===== config.mk =====
export PLATFORM = sky130hd
export DESIGN_NAME = bds_code_bias_elevation_interp_unit
export DESIGN_NICKNAME = d
export VERILOG_FILES = /design/src/rtl/bdscbi_pkg.sv /design/src/rtl/bdscbi_lane.sv /design/src/rtl/bdscbi_round.sv /design/src/rtl/bds_code_bias_elevation_interp_unit.sv
export SDC_FILE = /design/constraint.sdc
export NUM_CORES = 2
export LEC_CHECK = 0
export BUFFER_PORTS_ARGS = -buffer_cell sky130_fd_sc_hd__buf_2
export CELL_PAD_IN_SITES_DETAIL_PLACEMENT = 0
export CELL_PAD_IN_SITES_GLOBAL_PLACEMENT = 1
export CORE_MARGIN = 2
export CORE_UTILIZATION = 52
export CTS_BUF_LIST = sky130_fd_sc_hd__clkbuf_8
export DETAILED_ROUTE_END_ITERATION = 7
export PLACE_DENSITY = 0.9
export REMOVE_ABC_BUFFERS = 1
export SLEW_MARGIN = 40
export SYNTH_ARGS = -nofsm -noshare
export SYNTH_HDL_FRONTEND = slang
export SYNTH_SLANG_ARGS = --single-unit
export TNS_END_PERCENT = 20

===== constraint.sdc =====
create_clock -name clock -period 16.2 [get_ports clock]
set_input_delay 3.24 -clock clock [delete_from_list [all_inputs] [get_ports clock]]
set_output_delay 3.24 -clock clock [all_outputs]
set_load 0.02 [all_outputs]

===== src/rtl/bdscbi_pkg.sv =====
// Package for the BeiDou code bias elevation interpolation unit.
// Holds field widths, band codes, the IGSO and MEO bias tables and the table lookup function.
// No dependencies; used by the lane, rounding and top-level modules and by the testbench.
package bdscbi_pkg;

   localparam int TABLE_POINTS = 17;
   localparam int CORR_W       = 11;
   localparam int ELEV_W       = 16;
   localparam int PRN_W        = 6;
   localparam int IDX_W        = 5;
   localparam int WEIGHT_W     = 11;
   localparam int NUM_W        = 23;

   localparam logic [IDX_W-1:0]  LAST_INDEX = IDX_W'(TABLE_POINTS - 1);
   localparam logic [PRN_W-1:0]  IGSO_FIRST = 6'd6;
   localparam logic [PRN_W-1:0]  IGSO_LAST  = 6'd10;
   localparam logic [PRN_W-1:0]  MEO_FIRST  = 6'd11;
   localparam logic [PRN_W-1:0]  MEO_LAST   = 6'd14;

   localparam logic [1:0] BAND_B1 = 2'd0;
   localparam logic [1:0] BAND_B2 = 2'd1;
   localparam logic [1:0] BAND_B3 = 2'd2;

   typedef struct packed {
      logic                in_tab;
      logic                use_meo;
      logic [IDX_W-1:0]    base;
      logic [IDX_W-1:0]    next;
      logic [WEIGHT_W-1:0] weight;
   } sel_type;

   localparam logic signed [CORR_W-1:0] IGSO_TAB [0:2][0:TABLE_POINTS-1] = '{
      '{-11'sd238, -11'sd540, -11'sd430, -11'sd274, -11'sd255, -11'sd265, -11'sd168,
        -11'sd137, -11'sd64, -11'sd19, 11'sd25, 11'sd130, 11'sd175, 11'sd238, 11'sd234,
        11'sd272, 11'sd302},
      '{-11'sd246, -11'sd421, -11'sd296, -11'sd272, -11'sd260, -11'sd227, -11'sd154,
        -11'sd115, -11'sd68, -11'sd41, 11'sd37, 11'sd79, 11'sd116, 11'sd167, 11'sd202,
        11'sd250, 11'sd259},
      '{-11'sd406, -11'sd211, -11'sd169, -11'sd157, -11'sd138, -11'sd253, -11'sd89,
        -11'sd118, -11'sd73, -11'sd10, -11'sd8, 11'sd49, 11'sd84, 11'sd127, 11'sd152,
        11'sd207, 11'sd155}
   };

   localparam logic signed [CORR_W-1:0] MEO_TAB [0:2][0:TABLE_POINTS-1] = '{
      '{-11'sd375, -11'sd405, -11'sd314, -11'sd220, -11'sd180, -11'sd144, -11'sd179,
        -11'sd91, 11'sd5, 11'sd81, 11'sd222, 11'sd322, 11'sd463, 11'sd631, 11'sd716,
        11'sd918, 11'sd955},
      '{-11'sd400, -11'sd238, -11'sd213, -11'sd228, -11'sd131, -11'sd113, -11'sd114,
        -11'sd65, 11'sd6, 11'sd68, 11'sd187, 11'sd224, 11'sd326, 11'sd440, 11'sd485,
        11'sd583, 11'sd628},
      '{-11'sd134, -11'sd174, -11'sd112, -11'sd131, -11'sd47, -11'sd52, -11'sd81,
        -11'sd30, 11'sd44, 11'sd48, 11'sd83, 11'sd133, 11'sd201, 11'sd287, 11'sd288,
        11'sd367, 11'sd393}
   };

   function automatic logic signed [CORR_W-1:0] tab_value(input logic             meo,
                                                          input logic [1:0]       band,
                                                          input logic [IDX_W-1:0] idx);
      logic [IDX_W-1:0] k;
      logic [1:0]       b;
      k = (idx > LAST_INDEX) ? LAST_INDEX : idx;
      b = (band > BAND_B3) ? BAND_B3 : band;
      return meo ? MEO_TAB[b][k] : IGSO_TAB[b][k];
   endfunction

endpackage


===== src/rtl/bdscbi_lane.sv =====
// One band lane: table lookup and linear interpolation numerator in mm/1280.
// Depends on bdscbi_pkg.
module bdscbi_lane (
   input  logic [1:0]                       band,
   input  bdscbi_pkg::sel_type              sel,
   output logic signed [bdscbi_pkg::NUM_W-1:0] num
);

   logic signed [bdscbi_pkg::CORR_W-1:0] t0;
   logic signed [bdscbi_pkg::CORR_W-1:0] t1;
   logic signed [bdscbi_pkg::CORR_W:0]   diff;
   logic signed [23:0]                   prod;
   logic signed [23:0]                   scaled;
   logic signed [23:0]                   sum;

   assign t0     = bdscbi_pkg::tab_value(sel.use_meo, band, sel.base);
   assign t1     = bdscbi_pkg::tab_value(sel.use_meo, band, sel.next);
   assign diff   = 12'(t1) - 12'(t0);
   assign prod   = 24'(diff) * 24'($signed({1'b0, sel.weight}));
   assign scaled = (24'(t0) <<< 10) + (24'(t0) <<< 8);
   assign sum    = scaled + prod;
   assign num    = sel.in_tab ? sum[bdscbi_pkg::NUM_W-1:0] : '0;

endmodule


===== src/rtl/bdscbi_round.sv =====
// Rounds a numerator in mm/1280 to whole millimetres, ties away from zero.
// Depends on bdscbi_pkg.
module bdscbi_round (
   input  logic signed [bdscbi_pkg::NUM_W-1:0]  num,
   output logic signed [bdscbi_pkg::CORR_W-1:0] corr
);

   logic                               neg;
   logic [bdscbi_pkg::NUM_W-1:0]       neg_num;
   logic [21:0]                        mag;
   logic [21:0]                        biased;
   logic [12:0]                        quot256;
   logic [26:0]                        prod;
   logic [bdscbi_pkg::CORR_W-1:0]      res;

   assign neg     = num[bdscbi_pkg::NUM_W-1];
   assign neg_num = bdscbi_pkg::NUM_W'(-num);
   assign mag     = neg ? neg_num[21:0] : num[21:0];
   assign biased  = mag + 22'd640;
   assign quot256 = biased[20:8];
   assign prod    = 27'(quot256) * 27'd6554;
   assign res     = prod[25:15];
   assign corr    = neg ? bdscbi_pkg::CORR_W'(-res) : res;

endmodule


===== src/rtl/bds_code_bias_elevation_interp_unit.sv =====
// Top level of the BeiDou code bias elevation interpolation unit.
// Depends on bdscbi_pkg, bdscbi_lane and bdscbi_round.
//
// Takes one word per cycle: PRN and elevation (1/256 degree) with the BeiDou flag, and returns
// one word with the B1, B2 and B3 code bias corrections in millimetres and a valid flag.
// The unit is a three-register pipeline (input, interpolation numerator, result), and a new
// word is taken every cycle while the pipeline does not stall; the table-weight multiply and
// the rounding multiply each fill one stage. Stages only stall when the result register holds
// a word that is not taken, and empty stages close up.
module bds_code_bias_elevation_interp_unit (
   input  logic        clock,
   input  logic        reset,
   input  logic        req_tvalid,
   output logic        req_tready,
   input  logic [23:0] req_tdata,  // [5:0] sat_prn, [21:6] elevation, [23:22] zero
   input  logic        req_tuser,  // [0] system_is_beidou
   output logic        rsp_tvalid,
   input  logic        rsp_tready,
   output logic [39:0] rsp_tdata,  // [10:0] corr_b1, [21:11] corr_b2, [32:22] corr_b3, [39:33] 0
   output logic        rsp_tuser   // [0] valid_res
);

   localparam int NW = bdscbi_pkg::NUM_W;
   localparam int CW = bdscbi_pkg::CORR_W;

   logic                             in_valid_ff, in_valid_in;
   logic                             bds_ff;
   logic [bdscbi_pkg::PRN_W-1:0]     prn_ff;
   logic [bdscbi_pkg::ELEV_W-1:0]    elev_ff;
   logic                             mid_valid_ff, mid_valid_in;
   logic                             mid_ok_ff;
   logic signed [NW-1:0]             num_ff [0:2];
   logic signed [NW-1:0]             num_in [0:2];
   logic                             out_valid_ff, out_valid_in;
   logic                             out_ok_ff;
   logic signed [CW-1:0]             corr_ff [0:2];
   logic signed [CW-1:0]             corr_in [0:2];

   logic                             adv_out, adv_mid, adv_in;
   logic                             ok;
   logic                             is_igso, is_meo;
   logic [6:0]                       q8;
   logic [14:0]                      qmul;
   logic [bdscbi_pkg::IDX_W-1:0]     idx;
   logic [6:0]                       five_idx;
   logic [2:0]                       rem;
   bdscbi_pkg::sel_type              sel;

   assign adv_out    = ~out_valid_ff | rsp_tready;
   assign adv_mid    = ~mid_valid_ff | adv_out;
   assign adv_in     = ~in_valid_ff | adv_mid;
   assign req_tready = adv_in;

   assign in_valid_in  = adv_in ? req_tvalid : in_valid_ff;
   assign mid_valid_in = adv_mid ? in_valid_ff : mid_valid_ff;
   assign out_valid_in = adv_out ? mid_valid_ff : out_valid_ff;

   always_ff @(posedge clock) begin
      if (reset) begin
         in_valid_ff  <= 1'b0;
         mid_valid_ff <= 1'b0;
         out_valid_ff <= 1'b0;
      end else begin
         in_valid_ff  <= in_valid_in;
         mid_valid_ff <= mid_valid_in;
         out_valid_ff <= out_valid_in;
      end
   end

   always_ff @(posedge clock) begin
      if (adv_in) begin
         bds_ff  <= req_tuser;
         prn_ff  <= req_tdata[5:0];
         elev_ff <= req_tdata[21:6];
      end
   end

   // index decode: idx = elevation / 1280, weight = elevation mod 1280 (zero for idx 0 and from the last point)
   assign ok       = bds_ff & ~elev_ff[15] & (|elev_ff[14:0]);
   assign is_igso  = (prn_ff >= bdscbi_pkg::IGSO_FIRST) && (prn_ff <= bdscbi_pkg::IGSO_LAST);
   assign is_meo   = (prn_ff >= bdscbi_pkg::MEO_FIRST) && (prn_ff <= bdscbi_pkg::MEO_LAST);
   assign q8       = elev_ff[14:8];
   assign qmul     = 15'(q8) * 15'd205;
   assign idx      = qmul[14:10];
   assign five_idx = 7'(idx) * 7'd5;
   assign rem      = 3'(q8 - five_idx);

   always_comb begin
      sel.in_tab  = ok & (is_igso | is_meo);
      sel.use_meo = is_meo;
      if (idx >= bdscbi_pkg::LAST_INDEX) begin
         sel.base   = bdscbi_pkg::LAST_INDEX;
         sel.weight = '0;
      end else begin
         sel.base   = idx;
         sel.weight = (idx == '0) ? '0 : {rem, elev_ff[7:0]};
      end
      sel.next = (sel.base == bdscbi_pkg::LAST_INDEX) ? bdscbi_pkg::LAST_INDEX
                                                      : sel.base + 1'b1;
   end

   bdscbi_lane u_lane_b1 (.band(bdscbi_pkg::BAND_B1), .sel(sel), .num(num_in[0]));
   bdscbi_lane u_lane_b2 (.band(bdscbi_pkg::BAND_B2), .sel(sel), .num(num_in[1]));
   bdscbi_lane u_lane_b3 (.band(bdscbi_pkg::BAND_B3), .sel(sel), .num(num_in[2]));

   always_ff @(posedge clock) begin
      if (adv_mid) begin
         mid_ok_ff <= ok;
         num_ff[0] <= num_in[0];
         num_ff[1] <= num_in[1];
         num_ff[2] <= num_in[2];
      end
   end

   bdscbi_round u_round_b1 (.num(num_ff[0]), .corr(corr_in[0]));
   bdscbi_round u_round_b2 (.num(num_ff[1]), .corr(corr_in[1]));
   bdscbi_round u_round_b3 (.num(num_ff[2]), .corr(corr_in[2]));

   always_ff @(posedge clock) begin
      if (adv_out) begin
         out_ok_ff  <= mid_ok_ff;
         corr_ff[0] <= corr_in[0];
         corr_ff[1] <= corr_in[1];
         corr_ff[2] <= corr_in[2];
      end
   end

   assign rsp_tvalid = out_valid_ff;
   assign rsp_tuser  = out_ok_ff;
   assign rsp_tdata  = {7'd0, corr_ff[2], corr_ff[1], corr_ff[0]};

endmodule


After elaboration in Yosys (flattened, before gate mapping)

Memories as Yosys holds them, arrays and structs flattened.
Cells that the tools add are included.

Register bits after elaboration: 28
Bits in writable memories: 102
ROM bits: 4,224
Output and inout port bits: 43
Logic and storage cells: 126
Memories: 14

Memory list:

| memory           | words | width | rd ports | clocked after memory_dff | wr ports | RTL line         | RTL |
|---|---|---|---|---|---|---|---|
| (name not given) | 32    | 11    | 1        | 0                        | 0        | bdscbi_pkg.sv:63 | `return meo ? MEO_TAB[b][k] : IGSO_TAB[b][k];` |
| (name not given) | 32    | 11    | 1        | 0                        | 0        | bdscbi_pkg.sv:63 |  |
| (name not given) | 32    | 11    | 1        | 0                        | 0        | bdscbi_pkg.sv:63 |  |
| (name not given) | 32    | 11    | 1        | 0                        | 0        | bdscbi_pkg.sv:63 |  |
| (name not given) | 32    | 11    | 1        | 0                        | 0        | bdscbi_pkg.sv:63 |  |
| (name not given) | 32    | 11    | 1        | 0                        | 0        | bdscbi_pkg.sv:63 |  |
| 8 more memories  | -     | -     | -        | -                        | -        | -                |  |

Add/subtract/negate cells: 20
Multiply operators: 8
Order comparisons: 9
Eq/ne operators: 1
Muxes and demuxes: 49
Bitwise gates (word level): 13
Reduce and logical (&&, ||, !) cells: 4

Operators by type and width:

| cell                                                | number |
|---|---|
| two-way mux 11 bit                                  | 35 |
| multiplier 13 x 12 -> 25 bit, second input constant | 3 |
| adder 22 x 23 -> 23 bit                             | 3 |
| multiplier 12 x 12 -> 23 bit                        | 3 |
| two-way mux 23 bit                                  | 3 |
| adder 21 x 19 -> 22 bit                             | 3 |
| adder 21 x 10 -> 21 bit, second input constant      | 3 |
| two-way mux 21 bit                                  | 3 |
| negator 21 bit                                      | 3 |
| subtractor 11 x 11 -> 12 bit                        | 3 |
| negator 11 bit                                      | 3 |
| two-way mux 5 bit                                   | 4 |
| multiplier 7 x 8 -> 15 bit, second input constant   | 1 |
| OR reduction 15 bit                                 | 1 |
| >= comparator 6 bit, second input constant          | 2 |
| <= comparator 6 x 4 -> 1 bit, second input constant | 2 |
| NOT 5 -> 6 bit                                      | 2 |
| > comparator 5 bit, second input constant           | 2 |
| >= comparator 6 x 3 -> 1 bit, second input constant | 1 |
| >= comparator 6 x 4 -> 1 bit, second input constant | 1 |
| adder 5 x 1 -> 5 bit, second input constant         | 1 |
| equality test 5 bit, second input constant          | 1 |
| >= comparator 5 bit, second input constant          | 1 |
| logical NOT 5 bit                                   | 1 |
| other kinds (7)                                     | 19 |

Logic depth before layout (Yosys ltp)

Depth after elaboration: 16
Mapped depth: 66
Mapped depth without buffers: 61

By module

Synthesis repeated with hierarchy kept, for this count alone.

Cells, all modules: 5,966
Area total of the unflattened synthesis: 48,098.6 um2

By module, submodules not included:

| module                              | instances | cells each | area an instance (um2) |
|---|---|---|---|
| bdscbi_lane at u_lane_b1 ...        | 2         | 1,450      | 10,506.3 |
| bdscbi_lane at u_lane_b3            | 1         | 1,365      | 9,899.5 |
| bdscbi_round at u_round_b1 ...      | 2         | 454        | 3,928.8 |
| bds_code_bias_elevation_interp_unit | 1         | 328        | 5,430.2 |
| bdscbi_round at u_round_b3          | 1         | 465        | 3,898.7 |

Worst setup path before layout

No wires, ideal clock.

Path kind: register -> register
From: register elev_ff[12] (netlist name)
To: memory num_ff[0][43] (netlist name), data pin
Library setup time: 0.266 ns
Arrival: 13.579 ns
Data required time: 15.934 ns
Setup slack: 2.355 ns
Cell stages (with the launch flop): 56
Buffers on the path: 7
Clock period less this slack: 13.845 ns
Cells stage by stage: edfxtp_1 > ha_1 > ha_1 > fa_1 > inv_1 > fa_1 > inv_1 > ha_1 > a311oi_1 > o21ai_1 > a2111o_1 > a211o_1 > nand3_1 > buf_2 > buf_2 > buf_2 > buf_2 > nand2_1 > [20 not listed] > nor2_1 > fa_1 > fa_1 > inv_1 > fa_1 > inv_1 > fa_1 > fa_1 > inv_1 > fa_1 > inv_1 > ha_1 > o21a_1 > o31a_1 > o41ai_1 > o21ai_0 > xnor2_1 > nor2_1

RTL lines:

| element                  | RTL line                                  | RTL |
|---|---|---|
| start: declaration       | bds_code_bias_elevation_interp_unit.sv:29 | `logic [bdscbi_pkg::ELEV_W-1:0] elev_ff;` |
| start signal: assignment | bds_code_bias_elevation_interp_unit.sv:74 | `elev_ff <= req_tdata[21:6];` |
| end: declaration         | bds_code_bias_elevation_interp_unit.sv:32 | `logic signed [NW-1:0] num_ff [0:2];` |

==> impl_metrics.toml <==
[route]
drc_errors = 6
met3_wirelength_um = 6010
wl_um = 88500
wl_met2_um = 40900
antenna_left = 0
wl_met1_um = 38000
wl_per_cell_um = 17.6
vias = 27952
first_pass_iters = 8
route.top_layer_used = "met4"
drt-initial-drc-count = 2290
routed_via_density = 5.55

[synthesis]
synthMuxAreaShare_pct = 0.225
synth_area_per_cell_um2 = 8.96
async_reset_ff_share_pct = 0
synth-xor-area-share_pct = 6.03
synth_edf_count = 124
ys_warn_count = 0
synthFlopType = "edfxtp_1"
post_synth_and_or_nand_nor_area_fraction_pct = 13.5
synth_top_cell_area_share_pct = 31.3
synth_compound_area_share_pct = 10.7
synth_cell_types = 93
synth_top_family_by_area = "adder cells"
ys_ff_latch = 127
postSynthCellCount = 4100
synth_area_leaders = "fa_1, ha_1, edfxtp_1"
ys_seq_area_share_pct = 10.3
synth_fa_ha_area_share_pct = 50.1
synth_area_leader_cell = "fa_1"
synth_area_um2 = 36700

[global_routing]
antenna_found_initial = 2
grt_max_degree = 68
grt_pass1_wl_um = 146000
grt_remaining_overflow = 0
gr-usage-all-layers_pct = 25.1
grt_pass1_vias = 28459

[timing]
timing.fmax_mhz = 66.7
slew_violations = 0
setup_viol = 0
fin_setup_tns_ns = 0
slew_headroom_pct = 42.5
fin_crit_sh_pct = 92.5
hold_viol = 0
rsz0062_at_grt = "false"
worst_slack_ns = 1.21
worst_slew_pin_slew_ns = 0.856
layout_min_cycle_time_ns = 14.99
finClkSkew_ns = 0.0423

[worst_setup_path]
crit_slowest_cell = "a2111o_1"
critPathRequiredTime_ns = 16.48
reg2reg_to = "num_ff[0][43]$_SDFFCE_PN0P_"
r2r-start = "elev_ff[12]$_DFFE_PP_"
cp-startpoint = "elev_ff[12]$_DFFE_PP_"
path_max_fanout = 21
rr_worst_depth = 56
worstSetupPathType = "flip-flop to flip-flop"
cp-end-kind = "flip-flop"
cp_slowest_stage_delay_ns = 0.55
path_common_cell = "fa_1"
setup.worst_path.end = "num_ff[0][43]$_SDFFCE_PN0P_"
startpoint_type = "flip-flop"
arrival_ns = 15.27
reg2reg_slack_ns = 1.21

[placed_design]
gp_congestion = 1.01
dpl.hpwl_um = 71800
port_buffers = 62
place_ws_ns = 0.951

[status]
violations = "DRC"
status = "finished with violations"

[finish]
area_growth_pct = 4.67
drive_gt1_share_pct = 5.35
postLayoutCoreUtil_pct = 54.9
nets = 5238
fillCellCount = 6340

[floorplanning]
dieArea_um2 = 72800
fp-row-count = 97
initial_utilization_pct = 52.4
fp.dieW_um = 270
fp.coreArea_um2 = 70000
io_pins = 72
die_y_um = 270

[clock_tree]
cts_root_buffer = "clkbuf_8"
numCtsBuffers = 17
clk_latency_ns = 0.58
cts_tree = "done"
clk_pin_slew_worst_paths_ns = 0.13
cts_setup_buffers = 0
cts_num_sinks = 127
cts_max_level = 4
clk_path_buf_depth = 2

[hold_path]
hp-start = "mid_ok_ff$_DFFE_PP_"
holdCritPathClass = "flip-flop to flip-flop"

[flow_run]
max_cap_violations = 0
==> area by class of cell <==
cell class / count / area (um2) / area share (%)
Tap cell: 940 / 1180 / 3.06
Clock buffer: 17 / 234 / 0.609
Antenna cell: 2 / 5.00 / 0.0130
Multi-Input combinational cell: 3106 / 29700 / 77.2
Inverter: 715 / 2680 / 6.98
Timing Repair Buffer: 117 / 727 / 1.89
Sequential cell: 127 / 3780 / 9.84
Clock inverter: 15 / 148 / 0.384
==> how the worst min path moves through the flow <==
stage               slack, ns  cells past startpoint             endpoint
floorplan                0.40                      0  rsp_tuser$_DFFE_PP_
global placement         0.41                      0  rsp_tuser$_DFFE_PP_
detailed placement       0.42                      0  rsp_tuser$_DFFE_PP_
CTS                      0.45                      0  rsp_tuser$_DFFE_PP_
global route             0.46                      0  rsp_tuser$_DFFE_PP_
finish                   0.44                      0  rsp_tuser$_DFFE_PP_
==> per-layer routing <==
metal  track usage (%)  vias up
li1                  -    13272
met5                 0        -
met3              4.54      190
met2              41.0      901
met4              9.91        0
met1              33.2    13589
==> registers in the layout (all words and copies together) (netlist names), 6 cells and up <==
signal and count:
prn_ff 6, corr_ff 33, num_ff 66, elev_ff 16
==> worst max-delay path: cells and delay by family, from the launching register on <==
family                     cells  cell delay [ns]
AOI/OAI and AO/OA             18             4.50
xor gates and xnor gates       2             0.71
and+or+nand+nor               12             1.89
buffers and inverters          8             0.75
adders and majority gates     16             6.38
DFF                            1             0.50
==> cell usage in the layout (no fill, tap or decap), drive strengths merged, types with 16 or more instances in the layout <==
master and n:
a211oi 19, a21boi 16, a21o 36, a21oi 162
a31oi 22, and2 45, and3 17, buf 117
clkbuf 17, edfxtp 124, fa 574, ha 551
inv 721, nand2 374, nand2b 30, nand3 52
nor2 409, nor2b 26, nor3 55, o21a 24
o21ai 158, o21bai 16, o22ai 26, o31ai 19
or2 21, xnor2 170, xor2 83
==> metrics by stage <==
stage / cell area, um2 / hold WS (ns) / std cells
finish: 38400 / 0.443 / 5039
global placement: 38000 / 0.415 / 5005
CTS: 38400 / 0.445 / 5037
global route: 38400 / 0.456 / 5039
detailed placement: 38000 / 0.425 / 5005
floorplan: 36100 / 0.400 / 3948
==> repair_timing <==
item                                    CTS  global route
hold buffers                              0             0
gates resized for setup                   0             5
endpoints found under the setup margin    0             7
==> synth_stat cells (all sizes together) (11+ instances only) <==
master  count
edfxtp    124
fa        574
o22ai      26
nor3       55
nor2      409
xnor2     170
nand2b     30
clkbuf     90
a31oi      22
xor2       83
a211oi     19
and3       17
o21bai     16
o21a       24
a21o       36
or4        12
ha        551
buf        68
o31ai      19
nor2b      26
nand2     374
a21oi     162
o21ai     158
inv       713
o211ai     12
a21boi     16
nand4      11
or2        21
or3        13
nand3      52
nor4       11
and2       45
==> kinds of logic (layout without fill, tap and decap cells) <==
family,count (synthesis),in the layout
other,1,9
buffers and inverters,873,864
and+or+nand+nor,1101,1101
xor gates and xnor gates,253,253
muxes,8,8
AOI/OAI and AO/OA,612,612
DFF,127,127
adders and majority gates,1125,1125
Power is not shown: default switching activity piles up to over one toggle a cycle in this logic, so the estimate is an artifact.
